File: src/rtl/core/lpd_pkg.sv
// ----------------------------------------------------------------------------
// lpd_pkg
// Shared types and constants of the length prefix deframer: per-channel
// context layout, result record, operation and result kind codes.
// ----------------------------------------------------------------------------
package lpd_pkg;

	localparam int CHAN_W  = 4;
	localparam int BYTE_W  = 8;
	localparam int KIND_W  = 2;
	localparam int PHASE_W = 3;
	localparam int ACC_W   = 32;

	// Highest channel count the channel field can address
	localparam int CHAN_SPAN = 1 << CHAN_W;

	// Operation codes of an input transaction
	localparam logic OP_DATA  = 1'b0;
	localparam logic OP_CLOSE = 1'b1;

	// Result kinds
	localparam logic [KIND_W-1:0] KIND_BODY  = 2'd0;
	localparam logic [KIND_W-1:0] KIND_EMPTY = 2'd1;
	localparam logic [KIND_W-1:0] KIND_ERROR = 2'd2;

	// Context phases: 0..3 count header bytes seen
	localparam logic [PHASE_W-1:0] PH_HDR_LAST   = 3'd3;
	localparam logic [PHASE_W-1:0] PH_BODY_FIRST = 3'd4;
	localparam logic [PHASE_W-1:0] PH_BODY_MORE  = 3'd5;

	// Header length, which the frame length counts too
	localparam logic [ACC_W-1:0] HDR_BYTES = 32'd4;

	typedef struct packed {
		logic [PHASE_W-1:0] phase;
		logic [ACC_W-1:0]   acc;
	} lpd_ctx_t;

	typedef struct packed {
		logic [KIND_W-1:0] kind;
		logic [CHAN_W-1:0] out_channel;
		logic [BYTE_W-1:0] body_byte;
		logic              first;
		logic              last;
	} lpd_res_t;

endpackage

File: src/rtl/core/lpd_link_if.sv
// ----------------------------------------------------------------------------
// lpd_link_if
// Input channel: one received byte or a close event per transaction.
// ----------------------------------------------------------------------------
interface lpd_link_if;
	logic                        valid;
	logic                        ready;
	logic                        op;
	logic [lpd_pkg::CHAN_W-1:0]  channel;
	logic [lpd_pkg::BYTE_W-1:0]  data_byte;

	modport source(output valid, output op, output channel, output data_byte, input ready);
	modport sink(input valid, input op, input channel, input data_byte, output ready);
endinterface

File: src/rtl/core/lpd_msg_if.sv
// ----------------------------------------------------------------------------
// lpd_msg_if
// Output channel: one message byte, empty message or length error per
// transaction.
// ----------------------------------------------------------------------------
interface lpd_msg_if;
	logic                        valid;
	logic                        ready;
	logic [lpd_pkg::KIND_W-1:0]  kind;
	logic [lpd_pkg::CHAN_W-1:0]  out_channel;
	logic [lpd_pkg::BYTE_W-1:0]  body_byte;
	logic                        first;
	logic                        last;

	modport source(output valid, output kind, output out_channel, output body_byte,
		output first, output last, input ready);
	modport sink(input valid, input kind, input out_channel, input body_byte,
		input first, input last, output ready);
endinterface

File: src/rtl/core/multichannel_length_prefix_deframer.sv
// ----------------------------------------------------------------------------
// multichannel_length_prefix_deframer
// Splits interleaved byte streams of many connections into messages framed
// by a 4-byte big-endian length prefix.
// ----------------------------------------------------------------------------
// Usage:
//   link carries one transaction per received byte (op data) or per
//   connection close (op close), tagged with its channel. msg carries the
//   results: body bytes with first/last marks, an empty-message mark for a
//   frame length of four, or a length error for a length below four.
//   Header bytes and closes give no result; channels at or above CHANNELS
//   are accepted and dropped.
//   Throughput: one link transaction per cycle unless a stall holds the update
//   stage. The context of each channel lives in a memory read in the accept
//   cycle and written back when the update stage advances; a write to the entry
//   being read is forwarded. A result is registered before it is valid on msg.
//   Reset: every channel starts hunting for a header; per-entry valid bits
//   clear at once, so no clearing pass is needed.
//   Stall: a held result blocks only an update that has a result of its
//   own; the update stage then holds and link.ready drops.
// ----------------------------------------------------------------------------
module multichannel_length_prefix_deframer #(
	parameter int CHANNELS = 16
) (
	input  logic       clk,
	input  logic       arst_n,
	lpd_link_if.sink   link,
	lpd_msg_if.source  msg
);

	// Only channels the channel field can name need a context
	localparam int Depth = (CHANNELS < lpd_pkg::CHAN_SPAN) ? CHANNELS : lpd_pkg::CHAN_SPAN;
	localparam int AddrW = (Depth > 1) ? $clog2(Depth) : 1;

	// Accept stage
	logic              in_acc;
	logic              in_range;

	// Update stage
	logic                        valid_s1;
	logic                        op_s1;
	logic [AddrW-1:0]            addr_s1;
	logic [lpd_pkg::CHAN_W-1:0]  chan_s1;
	logic [lpd_pkg::BYTE_W-1:0]  byte_s1;
	lpd_pkg::lpd_ctx_t           ctx_s1;
	lpd_pkg::lpd_ctx_t           ctx_next;
	logic                        has_res;
	lpd_pkg::lpd_res_t           res;
	logic                        adv_s1;

	// Output register
	logic              out_valid_q;
	lpd_pkg::lpd_res_t out_q;

	assign in_acc   = link.valid && link.ready;
	assign in_range = int'(link.channel) < CHANNELS;

	// Advance unless a result would overwrite one still waiting on msg
	assign adv_s1     = valid_s1 && (!has_res || !out_valid_q || msg.ready);
	assign link.ready = !valid_s1 || adv_s1;

	lpd_ctx_store #(
		.DEPTH  (Depth),
		.ADDR_W (AddrW)
	) u_store (
		.clk     (clk),
		.arst_n  (arst_n),
		.rd_en   (in_acc),
		.rd_addr (link.channel[AddrW-1:0]),
		.wr_en   (adv_s1),
		.wr_addr (addr_s1),
		.wr_data (ctx_next),
		.rd_ctx  (ctx_s1)
	);

	lpd_step u_step (
		.op        (op_s1),
		.channel   (chan_s1),
		.data_byte (byte_s1),
		.ctx       (ctx_s1),
		.ctx_next  (ctx_next),
		.has_res   (has_res),
		.res       (res)
	);

	// Capture the transaction alongside its context read
	always_ff @(posedge clk) begin
		if (in_acc) begin
			op_s1   <= link.op;
			addr_s1 <= link.channel[AddrW-1:0];
			chan_s1 <= link.channel;
			byte_s1 <= link.data_byte;
		end
	end

	always_ff @(posedge clk or negedge arst_n) begin
		if (!arst_n) begin
			valid_s1 <= 1'b0;
		end else if (link.ready) begin
			// drop out-of-range channels right at the accept
			valid_s1 <= in_acc && in_range;
		end
	end

	// Hold a result until msg takes it
	always_ff @(posedge clk or negedge arst_n) begin
		if (!arst_n) begin
			out_valid_q <= 1'b0;
		end else if (adv_s1 && has_res) begin
			out_valid_q <= 1'b1;
		end else if (msg.ready) begin
			out_valid_q <= 1'b0;
		end
	end

	always_ff @(posedge clk) begin
		if (adv_s1 && has_res) begin
			out_q <= res;
		end
	end

	assign msg.valid       = out_valid_q;
	assign msg.kind        = out_q.kind;
	assign msg.out_channel = out_q.out_channel;
	assign msg.body_byte   = out_q.body_byte;
	assign msg.first       = out_q.first;
	assign msg.last        = out_q.last;

`ifndef SYNTHESIS
	// Context read back, forwarded or not, never holds an unused phase
	a_phase_legal: assert property (@(posedge clk) disable iff (!arst_n)
		valid_s1 |-> (ctx_s1.phase <= lpd_pkg::PH_BODY_MORE))
		else $error("context phase out of range");

	// A blocked update with a result must still be there next cycle
	a_hold_on_stall: assert property (@(posedge clk) disable iff (!arst_n)
		(valid_s1 && has_res && out_valid_q && !msg.ready) |=> valid_s1)
		else $error("update stage lost a stalled result");

	// Empty messages close the message, errors carry no marks
	a_empty_marks: assert property (@(posedge clk) disable iff (!arst_n)
		(msg.valid && msg.kind == lpd_pkg::KIND_EMPTY) |-> (msg.last && !msg.first))
		else $error("empty message marks wrong");

	a_error_marks: assert property (@(posedge clk) disable iff (!arst_n)
		(msg.valid && msg.kind == lpd_pkg::KIND_ERROR) |-> (!msg.last && !msg.first))
		else $error("error result marks wrong");
`endif

endmodule

File: src/rtl/core/lpd_ctx_store.sv
// ----------------------------------------------------------------------------
// lpd_ctx_store
// Per-channel context memory with registered read, valid bits
// that make unwritten entries read as zero, and forwarding of a write that
// lands on the entry being read in the same cycle.
// ----------------------------------------------------------------------------
module lpd_ctx_store #(
	parameter int DEPTH  = 16,
	parameter int ADDR_W = 4
) (
	input  logic               clk,
	input  logic               arst_n,
	input  logic               rd_en,
	input  logic [ADDR_W-1:0]  rd_addr,
	input  logic               wr_en,
	input  logic [ADDR_W-1:0]  wr_addr,
	input  lpd_pkg::lpd_ctx_t  wr_data,
	output lpd_pkg::lpd_ctx_t  rd_ctx
);

	lpd_pkg::lpd_ctx_t ctx_mem_q [DEPTH];
	logic [DEPTH-1:0]  vld_q;

	lpd_pkg::lpd_ctx_t rdata_s1;
	lpd_pkg::lpd_ctx_t fwd_s1;
	logic              vld_s1;
	logic              hit_s1;

	always_ff @(posedge clk) begin
		if (wr_en) begin
			ctx_mem_q[wr_addr] <= wr_data;
		end
		if (rd_en) begin
			rdata_s1 <= ctx_mem_q[rd_addr];
			fwd_s1   <= wr_data;
		end
	end

	always_ff @(posedge clk or negedge arst_n) begin
		if (!arst_n) begin
			vld_q  <= '0;
			vld_s1 <= 1'b0;
			hit_s1 <= 1'b0;
		end else begin
			if (wr_en) begin
				vld_q[wr_addr] <= 1'b1;
			end
			if (rd_en) begin
				vld_s1 <= vld_q[rd_addr];
				// memory returns the old word when written in the read cycle
				hit_s1 <= wr_en && (wr_addr == rd_addr);
			end
		end
	end

	assign rd_ctx = hit_s1 ? fwd_s1 : (vld_s1 ? rdata_s1 : '0);

endmodule

File: src/rtl/core/lpd_step.sv
// ----------------------------------------------------------------------------
// lpd_step
// Context update for one transaction: header assembly, length check, body
// byte countdown and close reset. Produces the next context and at most one result.
// ----------------------------------------------------------------------------
module lpd_step (
	input  logic                        op,
	input  logic [lpd_pkg::CHAN_W-1:0]  channel,
	input  logic [lpd_pkg::BYTE_W-1:0]  data_byte,
	input  lpd_pkg::lpd_ctx_t           ctx,
	output lpd_pkg::lpd_ctx_t           ctx_next,
	output logic                        has_res,
	output lpd_pkg::lpd_res_t           res
);

	logic [lpd_pkg::ACC_W-1:0] hdr_acc;
	logic [lpd_pkg::ACC_W-1:0] body_left;

	assign hdr_acc   = {ctx.acc[lpd_pkg::ACC_W-lpd_pkg::BYTE_W-1:0], data_byte};
	assign body_left = ctx.acc - lpd_pkg::ACC_W'(1);

	always_comb begin
		ctx_next        = ctx;
		has_res         = 1'b0;
		res.kind        = lpd_pkg::KIND_BODY;
		res.out_channel = channel;
		res.body_byte   = '0;
		res.first       = 1'b0;
		res.last        = 1'b0;

		if (op == lpd_pkg::OP_CLOSE) begin
			ctx_next = '0;
		end else if (ctx.phase < lpd_pkg::PH_HDR_LAST) begin
			ctx_next.acc   = hdr_acc;
			ctx_next.phase = ctx.phase + lpd_pkg::PHASE_W'(1);
		end else if (ctx.phase == lpd_pkg::PH_HDR_LAST) begin
			// length complete: reject, report empty, or enter the body
			if (hdr_acc < lpd_pkg::HDR_BYTES) begin
				ctx_next = '0;
				has_res  = 1'b1;
				res.kind = lpd_pkg::KIND_ERROR;
			end else if (hdr_acc == lpd_pkg::HDR_BYTES) begin
				ctx_next = '0;
				has_res  = 1'b1;
				res.kind = lpd_pkg::KIND_EMPTY;
				res.last = 1'b1;
			end else begin
				ctx_next.acc   = hdr_acc - lpd_pkg::HDR_BYTES;
				ctx_next.phase = lpd_pkg::PH_BODY_FIRST;
			end
		end else begin
			has_res       = 1'b1;
			res.body_byte = data_byte;
			res.first     = (ctx.phase == lpd_pkg::PH_BODY_FIRST);
			res.last      = (body_left == '0);
			if (body_left == '0) begin
				ctx_next = '0;
			end else begin
				ctx_next.acc   = body_left;
				ctx_next.phase = lpd_pkg::PH_BODY_MORE;
			end
		end
	end

endmodule
File: src/flat_wrapper.sv
// flat-port wrapper written by rule: the top's interface ports become plain ports
module multichannel_length_prefix_deframer_flat 
#(
	parameter int CHANNELS = 16
)
  (clk, arst_n, link_valid, link_op, link_channel, link_data_byte, link_ready, msg_valid, msg_kind, msg_out_channel, msg_body_byte, msg_first, msg_last, msg_ready);
  lpd_link_if link_i ();
  lpd_msg_if msg_i ();
  input  logic clk;
  input  logic arst_n;
  input wire logic [$bits(link_i.valid)-1:0] link_valid;
  input wire logic [$bits(link_i.op)-1:0] link_op;
  input wire logic [$bits(link_i.channel)-1:0] link_channel;
  input wire logic [$bits(link_i.data_byte)-1:0] link_data_byte;
  output wire logic [$bits(link_i.ready)-1:0] link_ready;
  output wire logic [$bits(msg_i.valid)-1:0] msg_valid;
  output wire logic [$bits(msg_i.kind)-1:0] msg_kind;
  output wire logic [$bits(msg_i.out_channel)-1:0] msg_out_channel;
  output wire logic [$bits(msg_i.body_byte)-1:0] msg_body_byte;
  output wire logic [$bits(msg_i.first)-1:0] msg_first;
  output wire logic [$bits(msg_i.last)-1:0] msg_last;
  input wire logic [$bits(msg_i.ready)-1:0] msg_ready;
  assign link_i.valid = link_valid;
  assign link_i.op = link_op;
  assign link_i.channel = link_channel;
  assign link_i.data_byte = link_data_byte;
  assign link_ready = link_i.ready;
  assign msg_valid = msg_i.valid;
  assign msg_kind = msg_i.kind;
  assign msg_out_channel = msg_i.out_channel;
  assign msg_body_byte = msg_i.body_byte;
  assign msg_first = msg_i.first;
  assign msg_last = msg_i.last;
  assign msg_i.ready = msg_ready;
  multichannel_length_prefix_deframer #(.CHANNELS(CHANNELS)) u_core (.clk(clk), .arst_n(arst_n), .link(link_i), .msg(msg_i));
endmodule
File: config.mk
export PLATFORM = sky130hd
export DESIGN_NAME = multichannel_length_prefix_deframer_flat
export DESIGN_NICKNAME = d
export VERILOG_FILES = /design/src/rtl/core/lpd_pkg.sv /design/src/rtl/core/lpd_link_if.sv /design/src/rtl/core/lpd_msg_if.sv /design/src/rtl/core/multichannel_length_prefix_deframer.sv /design/src/rtl/core/lpd_ctx_store.sv /design/src/rtl/core/lpd_step.sv /design/src/flat_wrapper.sv
export SDC_FILE = /design/constraint.sdc
export NUM_CORES = 1
export LEC_CHECK = 0
export ABC_AREA = 1
export BUFFER_PORTS_ARGS = -buffer_cell sky130_fd_sc_hd__buf_2
export CAP_MARGIN = 20
export CORE_ASPECT_RATIO = 0.9
export CORE_MARGIN = 5
export CORE_UTILIZATION = 58
export DETAILED_ROUTE_END_ITERATION = 8
export PLACE_DENSITY_LB_ADDON = 0.05
export SLEW_MARGIN = 0
export SYNTH_ARGS = -nofsm -noshare
export SYNTH_HDL_FRONTEND = slang
export SYNTH_SLANG_ARGS = --single-unit
File: constraint.sdc
create_clock -name clk -period 4.7 [get_ports clk]
set_input_delay 1.175 -clock clk [delete_from_list [all_inputs] [get_ports clk]]
set_output_delay 1.175 -clock clk [all_outputs]
set_load 0.005 [all_outputs]
==> flow_metrics.py <==
metrics = {
    "final_layout": {
        "layout.cells.most_common_list": "sky130_fd_sc_hd__edfxtp_1, sky130_fd_sc_hd__inv_1, sky130_fd_sc_hd__nand2_1",
        "share_of_post_route_cells_with_drive_strength_above_1_pct": 10.5,
        "fin_nets": 2445,
        "n_antenna_cell": 0,
        "layout.cells.non_filler": 3149,
        "most_common_cell_after_layout_fill_and_taps_aside": "sky130_fd_sc_hd__edfxtp_1",
        "areaGrowthSynthToFinish_pct": 11.7,
    },
    "critical_path": {
        "data_arrival_time_at_the_worst_slack_endpoint_ns": 3.21,
        "critical-path-slowest-cell": "sky130_fd_sc_hd__dfrtp_2",
        "kind_of_start_point_of_the_critical_path": "flip-flop",
        "crit_path_max_fanout": 13,
        "crit_path_end_kind": "output port",
        "crit_chain": "buf_4 -> nand2_1 -> inv_1 -> nor2_2 -> ha_1 -> nand2_1 -> nand2_1 -> nor3_4 -> nand2_1 -> nand3_2 -> nand2_2 -> inv_2 -> nand4_1 -> buf_2",
        "worstPathRequired_ns": 3.52,
        "critical_path.reg2reg.startpoint": "u_core.u_store.hit_s1$_DFFE_PN0P_",
        "worst_path_largest_cell_delay_ns": 0.56,
        "most_numerous_cell_on_the_critical_path": "sky130_fd_sc_hd__nand2_1",
        "setup.worst_path.start": "u_core.u_store.hit_s1$_DFFE_PN0P_",
        "critPathKind": "flip-flop to output port",
    },
    "grt": {
        "grtUsageTotal_pct": 27.9,
        "grt_pass1_wl_microns": 115000,
        "grt.overflow.total": 0,
        "number_of_global_route_vias_before_repair": 17952,
        "grt_antenna_before_repair": 3,
        "maximum_number_of_pins_on_one_net_before_global_route_repair": 95,
    },
    "timing": {
        "tightestPinTransition_ns": 1.05,
        "final_critical_path_time_including_i_o_delays_and_setup_ns": 4.39,
        "final.setup.tns_ns": 0,
        "max_clock_freq_ghz": 0.228,
        "slew_viol_final": 0,
        "fin_skew_ns": 0.0211,
        "fin_crit_sh_pct": 93.4,
        "final.hold.worst_slack_ns": 0.462,
        "setup_viol_count_final": 0,
        "report.final.hold_viol_count": 0,
        "slew_headroom_pct": 29.8,
        "rsz0062_at_grt": "no",
    },
    "synthesis": {
        "async_reset_ff_share_pct": 2.95,
        "synth-warning-count": 0,
        "post_synth_edffs": 659,
        "synth-seq-cells": 679,
        "synth_cell_types": 45,
        "synth_cells": 2385,
        "synthesis.nets": 2410,
        "ys_seq_area_share_pct": 68.7,
        "dominantRegCellSynth": "sky130_fd_sc_hd__edfxtp_1",
        "postSynthAreaPerCell_sq_um": 12.4,
        "mappedNetlistArea_sq_um": 29500,
    },
    "floorplan": {
        "floorplan.io_pins": 35,
        "placeable_core_region_sq_um": 50400,
        "die-height_microns": 224,
        "initial_utilization_pct": 58.6,
        "site_rows": 78,
        "fp.dieW_microns": 248,
        "die_area_sq_um": 55500,
    },
    "detailed_routing": {
        "drt-wirelength-per-cell_microns": 24.7,
        "vias_per_cell": 6.01,
        "route.final.wire_length_microns": 77900,
        "drt_pass1_iterations": 5,
        "route.antenna.remaining_nets": 0,
        "detail_route.iter0.violations": 1964,
        "drc": 0,
        "dr_total_vias": 18927,
    },
    "cts": {
        "cts_hold_buffers": 0,
        "tritoncts": "built",
        "tritoncts.num_buffers": 68,
        "clock_edge_transition_at_the_registers_on_the_reported_setup_and_hold_paths_ns": 0.06,
        "cts_root_buffer": "sky130_fd_sc_hd__clkbuf_16",
        "clkSinkCount": 679,
        "ctsLongestPathBuffers": 3,
        "clkLatencyLatePin_ns": 0.62,
        "ctsHtreeMaxLevel": 3,
    },
    "worst_hold_path": {
        "timing.hold.worst.start": "u_core.u_store.vld_q[8]$_DFFE_PN0P_",
        "min-delay-path-class": "flip-flop to flip-flop",
    },
    "pwr": {
        "vdd.ir_drop.worst_uv": 381,
        "p_leak_uw": 0.0124,
        "power_per_cell_area_nw_per_um2": 420,
    },
    "placement": {
        "dpl.hpwl_microns": 47000,
        "globalplace.congestion": 0.956,
        "place.detailed.instances": 3027,
        "io_buffer_count": 34,
    },
    "status": {
        "status": "finished clean",
    },
    "job": {
        "cap_violations": 0,
    },
}
final timing paths:
kind                                                                   end  slack [ns]  cells after the start
worst min-delay path                   u_core.u_store.vld_q[8]$_DFFE_PN0P_        0.46                      1
worst max register to register  u_core.u_store.ctx_mem_q[10][32]$_DFFE_PP_        0.78                     17
worst max-delay path                                            link_ready        0.31                     14
worst min register to register         u_core.u_store.vld_q[8]$_DFFE_PN0P_        0.46                      1
max in group asynchronous                u_core.u_store.vld_s1$_DFFE_PN0P_        3.80                      1
min in group asynchronous              u_core.u_store.vld_q[5]$_DFFE_PN0P_        0.53                      1
metrics by stage:
stage | total power (uW) | worst slack (ns) | utilization, % | area (sq um)
floorplan | 8100 | 0.614 | - | 29500
global placement | 8690 | 0.740 | 61.1 | 30800
detailed placement | 8690 | 0.598 | 61.1 | 30800
CTS | 13900 | 0.188 | 65.4 | 32900
global route | 14400 | 0.0866 | 65.4 | 33000
finish | 13800 | 0.311 | 65.4 | 33000
sequential cells by signal (all words and copies together), names as in the netlist:
signal and count:
u_core.u_store.ctx_mem_q 560, u_core.u_store.fwd_s1 35, u_core.u_store.rdata_s1 35, u_core.u_store.vld_q 16, u_core.byte_s1 8, u_core.msg.body_byte 8, u_core.addr_s1 4, u_core.msg.out_channel 4
u_core.msg.kind 2, u_core.msg.first 1, u_core.msg.last 1, u_core.msg.valid 1, u_core.op_s1 1, u_core.u_store.hit_s1 1, u_core.u_store.vld_s1 1, u_core.valid_s1 1
power breakdown:
part,internal [uW],switching (uW),total (uW),leakage (uW)
sequential,6960,70.6,7030,0.00632
clock,2950,2300,5240,0.00105
combinational,401,1160,1570,0.00501
cells by family (layout without fill, tap and decap cells):
| logic type | after synthesis | after routing | share of synthesized area [%] |
|---|---|---|---|
| DFF | 679 | 679 | 68.7 |
| buffers and inverters | 405 | 489 | 5.43 |
| muxes | 140 | 140 | 4.75 |
| xor gates and xnor gates | 35 | 35 | 1.04 |
| and+or+nand+nor | 543 | 543 | 8.17 |
| AOI/OAI and AO/OA | 575 | 575 | 11.5 |
| adders and majority gates | 8 | 8 | 0.339 |
layer usage:
layer	wire length (microns)	GRT usage (%)
met3	6770	5.94
met1	33100	41.6
met4	2080	7.44
met2	35900	42.6
met5	0	0
final cells by class:
| cell class | count | area (sq um) |
|---|---|---|
| Clock buffer | 83 | 1770 |
| Clock inverter | 36 | 389 |
| Fill cell | 3814 | 17400 |
| Inverter | 276 | 1040 |
| Multi-Input combinational cell | 1301 | 7740 |
| Sequential cell | 679 | 20300 |
| Tap cell | 680 | 851 |
| Timing Repair Buffer | 94 | 880 |
what timing repair did:
| item | CTS | global route |
|---|---|---|
| resized for setup | 0 | 2 |
| endpoints found under the setup margin | 0 | 1 |
| setup buffers | 0 | 0 |
worst max-delay path: cells and delay by family (launching register included):
kind | cells | cell delay (ns)
adder cells (fa/ha/maj) | 1 | 0.29
buffers and inverters | 4 | 0.55
AND/OR/NAND/NOR | 9 | 1.20
flip-flops | 1 | 0.56
synthesized netlist by cell type (4+ instances only):
library cell,instances,area share [%]
sky130_fd_sc_hd__edfxtp_1,659,67
sky130_fd_sc_hd__inv_1,270,3.4
sky130_fd_sc_hd__nand2_1,268,3.4
sky130_fd_sc_hd__o21ai_0,218,3.7
sky130_fd_sc_hd__o211ai_1,162,4.1
sky130_fd_sc_hd__a21oi_1,154,2.6
sky130_fd_sc_hd__mux2i_1,140,4.7
sky130_fd_sc_hd__nor2_1,113,1.4
sky130_fd_sc_hd__clkbuf_1,87,1.1
sky130_fd_sc_hd__nand3_1,86,1.5
sky130_fd_sc_hd__xor2_1,33,0.98
sky130_fd_sc_hd__o221ai_1,23,0.68
sky130_fd_sc_hd__buf_1,22,0.28
sky130_fd_sc_hd__dfrtp_1,20,1.7
sky130_fd_sc_hd__nand4_1,20,0.42
sky130_fd_sc_hd__nand2_2,12,0.25
sky130_fd_sc_hd__nor2_2,12,0.25
sky130_fd_sc_hd__buf_2,9,0.15
sky130_fd_sc_hd__ha_1,8,0.34
sky130_fd_sc_hd__nand3_2,8,0.27
sky130_fd_sc_hd__buf_4,5,0.13
sky130_fd_sc_hd__buf_6,5,0.19
sky130_fd_sc_hd__nor2_4,5,0.19
sky130_fd_sc_hd__o21ai_1,5,0.085
sky130_fd_sc_hd__or2_2,5,0.11
sky130_fd_sc_hd__inv_2,4,0.051
sky130_fd_sc_hd__or2_1,4,0.085
Note: power is estimated with default switching activity, not from simulation.
